<file path="src/vn_pkg.sv">
// Shared widths, constants and payload types for the vector normalizer.
package vn_pkg;
	localparam int COMPONENT_WIDTH = 16;
	localparam int SUM_W = 2 * COMPONENT_WIDTH;
	localparam int ACC_W = SUM_W + 38;
	localparam int Q_W = 17;
	localparam int N_STEP = 16;
	localparam int UNIT_W = 16;
	localparam int FRAC_SHIFT = 32;
	localparam logic [UNIT_W-1:0] UNIT_MAX = {1'b0, {(UNIT_W-1){1'b1}}};

	typedef struct packed {
		logic signed [COMPONENT_WIDTH-1:0] comp_x;
		logic signed [COMPONENT_WIDTH-1:0] comp_y;
		logic signed [COMPONENT_WIDTH-1:0] comp_z;
	} vec_t;

	typedef struct packed {
		logic signed [UNIT_W-1:0] unit_x;
		logic signed [UNIT_W-1:0] unit_y;
		logic signed [UNIT_W-1:0] unit_z;
		logic                     zero_length;
	} unit_t;

	typedef struct packed {
		logic                  zero;
		logic [2:0]            neg;
		logic [SUM_W-1:0]      sum;
		logic [2:0][SUM_W-1:0] sq;
	} prep_t;

	typedef struct packed {
		logic                  zero;
		logic [2:0]            neg;
		logic [SUM_W-1:0]      sum;
		logic [2:0][SUM_W-1:0] sq;
		logic [2:0][ACC_W-1:0] acc;
		logic [2:0][ACC_W-1:0] lin;
		logic [2:0][Q_W-1:0]   q;
	} srch_t;
endpackage

</file>
<file path="src/vn_prep.sv">
// Front stages: magnitudes, squares and sum of squares.
module vn_prep import vn_pkg::*; (
	input  logic  clk,
	input  logic  arst_n,
	input  logic  adv,
	input  logic  vld,
	input  vec_t  vec,
	output logic  res_valid,
	output prep_t res
);
	logic [2:0][COMPONENT_WIDTH-1:0] comp;
	logic [2:0][COMPONENT_WIDTH-1:0] mag;
	logic [2:0][COMPONENT_WIDTH-1:0] mag_s1;
	logic [2:0]                      neg_s1, neg_s2;
	logic [2:0][SUM_W-1:0]           sq_s2;
	logic                            valid_s1, valid_s2, valid_s3;
	prep_t                           res_s3;

	assign comp[0] = vec.comp_x;
	assign comp[1] = vec.comp_y;
	assign comp[2] = vec.comp_z;

	always_comb begin
		for (int i = 0; i < 3; i++) begin
			mag[i] = comp[i][COMPONENT_WIDTH-1] ? (~comp[i] + 1'b1) : comp[i];
		end
	end

	always_ff @(posedge clk or negedge arst_n) begin
		if (!arst_n) begin
			valid_s1 <= 1'b0;
			valid_s2 <= 1'b0;
			valid_s3 <= 1'b0;
		end else if (adv) begin
			valid_s1 <= vld;
			valid_s2 <= valid_s1;
			valid_s3 <= valid_s2;
		end
	end

	always_ff @(posedge clk) begin
		if (adv) begin
			mag_s1 <= mag;
			for (int i = 0; i < 3; i++) begin
				neg_s1[i] <= comp[i][COMPONENT_WIDTH-1];
				sq_s2[i]  <= SUM_W'(mag_s1[i]) * SUM_W'(mag_s1[i]);
			end
			neg_s2      <= neg_s1;
			res_s3.neg  <= neg_s2;
			res_s3.sq   <= sq_s2;
			res_s3.sum  <= sq_s2[0] + sq_s2[1] + sq_s2[2];
			res_s3.zero <= (sq_s2[0] | sq_s2[1] | sq_s2[2]) == '0;
		end
	end

	assign res_valid = valid_s3;
	assign res       = res_s3;
endmodule

</file>
<file path="config.mk">
export PLATFORM = sky130hd
export DESIGN_NAME = vn_prep
export DESIGN_NICKNAME = d
export VERILOG_FILES = /design/src/vn_pkg.sv /design/src/vn_prep.sv
export SDC_FILE = /design/constraint.sdc
export NUM_CORES = 2
export LEC_CHECK = 0
export ABC_AREA = 0
export BUFFER_PORTS_ARGS = -buffer_cell sky130_fd_sc_hd__buf_2
export CORE_UTILIZATION = 69
export CTS_BUF_LIST = sky130_fd_sc_hd__clkbuf_4 sky130_fd_sc_hd__clkbuf_8 sky130_fd_sc_hd__clkbuf_16
export CTS_CLUSTER_DIAMETER = 120
export DETAILED_ROUTE_END_ITERATION = 8
export PLACE_DENSITY = 0.89
export RECOVER_POWER = 100
export SETUP_SLACK_MARGIN = 0.05
export SYNTH_ARGS = -nofsm -noshare
export SYNTH_HDL_FRONTEND = slang
export SYNTH_SLANG_ARGS = --single-unit
export TNS_END_PERCENT = 20
</file>
<file path="constraint.sdc">
create_clock -name clk -period 10.15 [get_ports clk]
set_input_delay 3.045 -clock clk [delete_from_list [all_inputs] [get_ports clk]]
set_output_delay 3.045 -clock clk [all_outputs]
set_load 0.03 [all_outputs]
</file>
==> metrics.txt <==
status finished with violations; violated checks capacitance limit, slew limit; nature of the critical path startpoint input pin; CTS tree yes; Final ANT Viol Nets 0; min-delay worst type reg -> reg; Seq cells post-synth 279; Die Height 225 um; Die X 225 um; largest family of logic cells by synthesized area adder cells; cts hold-fix bufs 0; antenna fix cells 0; adder-cell share of the synthesized area 43.7%; Setup Fix Bufs, Post-CTS 0; detailed-route via count 24.2k; GRT Total Usage 32.9%; Setup CP Type in -> reg; Worst Max-Slew Pin Slew 5600 ps; IO Port Bufs between 150 and 200; most frequent cells in the layout 826 x inv_1, 520 x fa_1, 362 x ha_1, 293 x nand2_1, 276 x edfxtp_1; Max Cap Viol 2; mean post-synth cell area 10.3 um^2; CP Capture Type flop; TNS Setup 0 ps; CTS root buf clkbuf_16; synthesized area 0.0342 mm^2; most common cell after layout, fill and taps aside inv_1; fin crit period 8010 ps; post-route DRC violation count 0; Starting Density 69.9%; first-pass GRT wire length around 130,000 um; Longest Clk Path Bufs 3; post-synthesis cell count between 3k and 4k; Initial DRC Count 1,978; grt ovf 0; sequential share of the synthesized area between 20 and 25%; Clock Skews 29.5 ps; Worst EP arrival 8510 ps; final wirelength approximately 80,000 um; Clock transition at path regs 60 ps; H-tree Lvls 1; mux contribution to synthesized area 0.285%; area delta synth->final 6.68%; worst-skew pair later-pin latency 600 ps; synth warn 0; via density per instance 5.82; Post-CTS Resized 0; DP Wirelength 64,600 um; nets 4,407; core footprint 0.0490 mm^2; largest net degree at the start of global routing 110; GPL Wtd Cong 0.958; RSZ-0062 raised after global routing false; Setup Viol. Count Final 0; Die Area 0.0505 mm^2; maximum clock frequency 0.125 GHz; Post-synth ARST share 1.08%; Synth cell types 70; antenna violations before repair 1; setup slack, reg-to-reg 3090 ps; Required @ worst endpoint 10,650 ps; Final Max Tran Viols 174; compound-gate portion of the synthesized area 6.97%; Final Hold Fails 0; TritonCTS buffer count 31; area share of xor/xnor cells in the synthesized design 4.43%; clk sinks roughly 280; fin crit share roughly four fifths; TritonRoute pass-1 iters 6; Post-synth EDFFs 276; critical path fanouts, max 109; share of layout cells above drive strength 1 3.46%; Synth Flop Type edfxtp_1; FP Rows 81; vias in the first global route 25.6k; Wirelength per Cell 19.2 um; simple-gate share of the synthesized area between 10 and 15%; Rel. slew slack -273%; # IOs 185
-- final cells by class --
type	instances	area, um^2
clock inverters	21	238
inverters	826	3100
clock buffers	36	813
well taps	664	831
multi-input cells	2152	22400
fillers	3208	12500
repair buffers	183	747
flip-flops and latches	279	8360
-- path summary, 6_finish.rpt --
| path | cells past startpoint | endpoint | start |
|---|---|---|---|
| max reg2reg | 21 | sq_s2[62] | mag_s1[17] |
| max in group asynchronous | 1 | res_valid | arst_n |
| min in group asynchronous | 1 | valid_s1 | arst_n |
| max | 3 | valid_s1 | adv |
| min | 0 | neg_s2[2] | neg_s1[2] |
| min reg2reg | 0 | neg_s2[2] | neg_s1[2] |
-- cells by family (layout without fill, tap and decap cells) --
| group | Yosys count | in the layout |
|---|---|---|
| compound gates | 362 | 362 |
| xor+xnor | 173 | 173 |
| fa+ha+maj | 882 | 882 |
| buf+inv | 908 | 1066 |
| flops | 279 | 279 |
| mux | 9 | 9 |
| other cells | 1 | 6 |
| simple gates | 720 | 720 |
-- flip-flops by register name, summed over array words and instances, names as in the netlist --
signal	cells
res	129
sq_s2	93
mag_s1	48
neg_s1	3
neg_s2	3
res_valid	1
valid_s1	1
valid_s2	1
-- worst max-delay path, cell delays in order --
cell,delay [ps]
buf_8,600
clkbuf_1,3930
mux2_2,710
-- Yosys cell counts, types with 5 or more instances --
library cell    n  share of area [%]
o22ai_1         5              0.091
a31oi_1        13               0.24
xnor2_1       133                3.4
xor2_1         40                1.0
or2_2          10               0.18
clkbuf_1       76               0.83
o21bai_1       16               0.35
and2_1        126                2.3
a211oi_1       11               0.24
a21o_1         58                1.3
and3_1         14               0.26
o31ai_1        15               0.33
a21oi_1       101                1.5
mux2_2          6               0.20
o41ai_1         9               0.23
o21ai_1         6              0.088
o21ai_0        61               0.89
fa_1          520                 30
or3_1          11               0.20
nand3_1        37               0.54
nor4_1         12               0.22
o21a_1         13               0.29
nor2b_1        20               0.37
edfxtp_1      276                 24
nor2_1        106                1.2
nand4_1        30               0.55
or4_1           5               0.11
nand2b_1       19               0.35
nor3_1         23               0.34
nand2_1       293                3.2
ha_1          362                 13
inv_1         826                9.1
a211o_1         7               0.18
-- per-stage QoR --
stage	area [um^2]	hold WS, ps	cells	worst slack [ps]	utilization [%]
finish	36500	420	4161	2140	74.5
global route	36500	439	4161	1800	74.5
CTS	36700	420	4161	3400	75.0
detailed placement	35700	406	4104	3420	72.9
global placement	35700	402	4104	3620	72.9
floorplan	34200	400	3339	4010	-
-- per-layer routing --
metal  GRT usage [%]  vias up  share of wire [%]
li1                -    10800                  -
met1            41.9    11900                 37
met2            55.6     1209                 49
met3            4.59      263                8.3
met4            16.4        2                5.8
met5               0        -              0.016
Power is not shown: default switching activity piles up to over one toggle a cycle in this logic, so the estimate is an artifact.
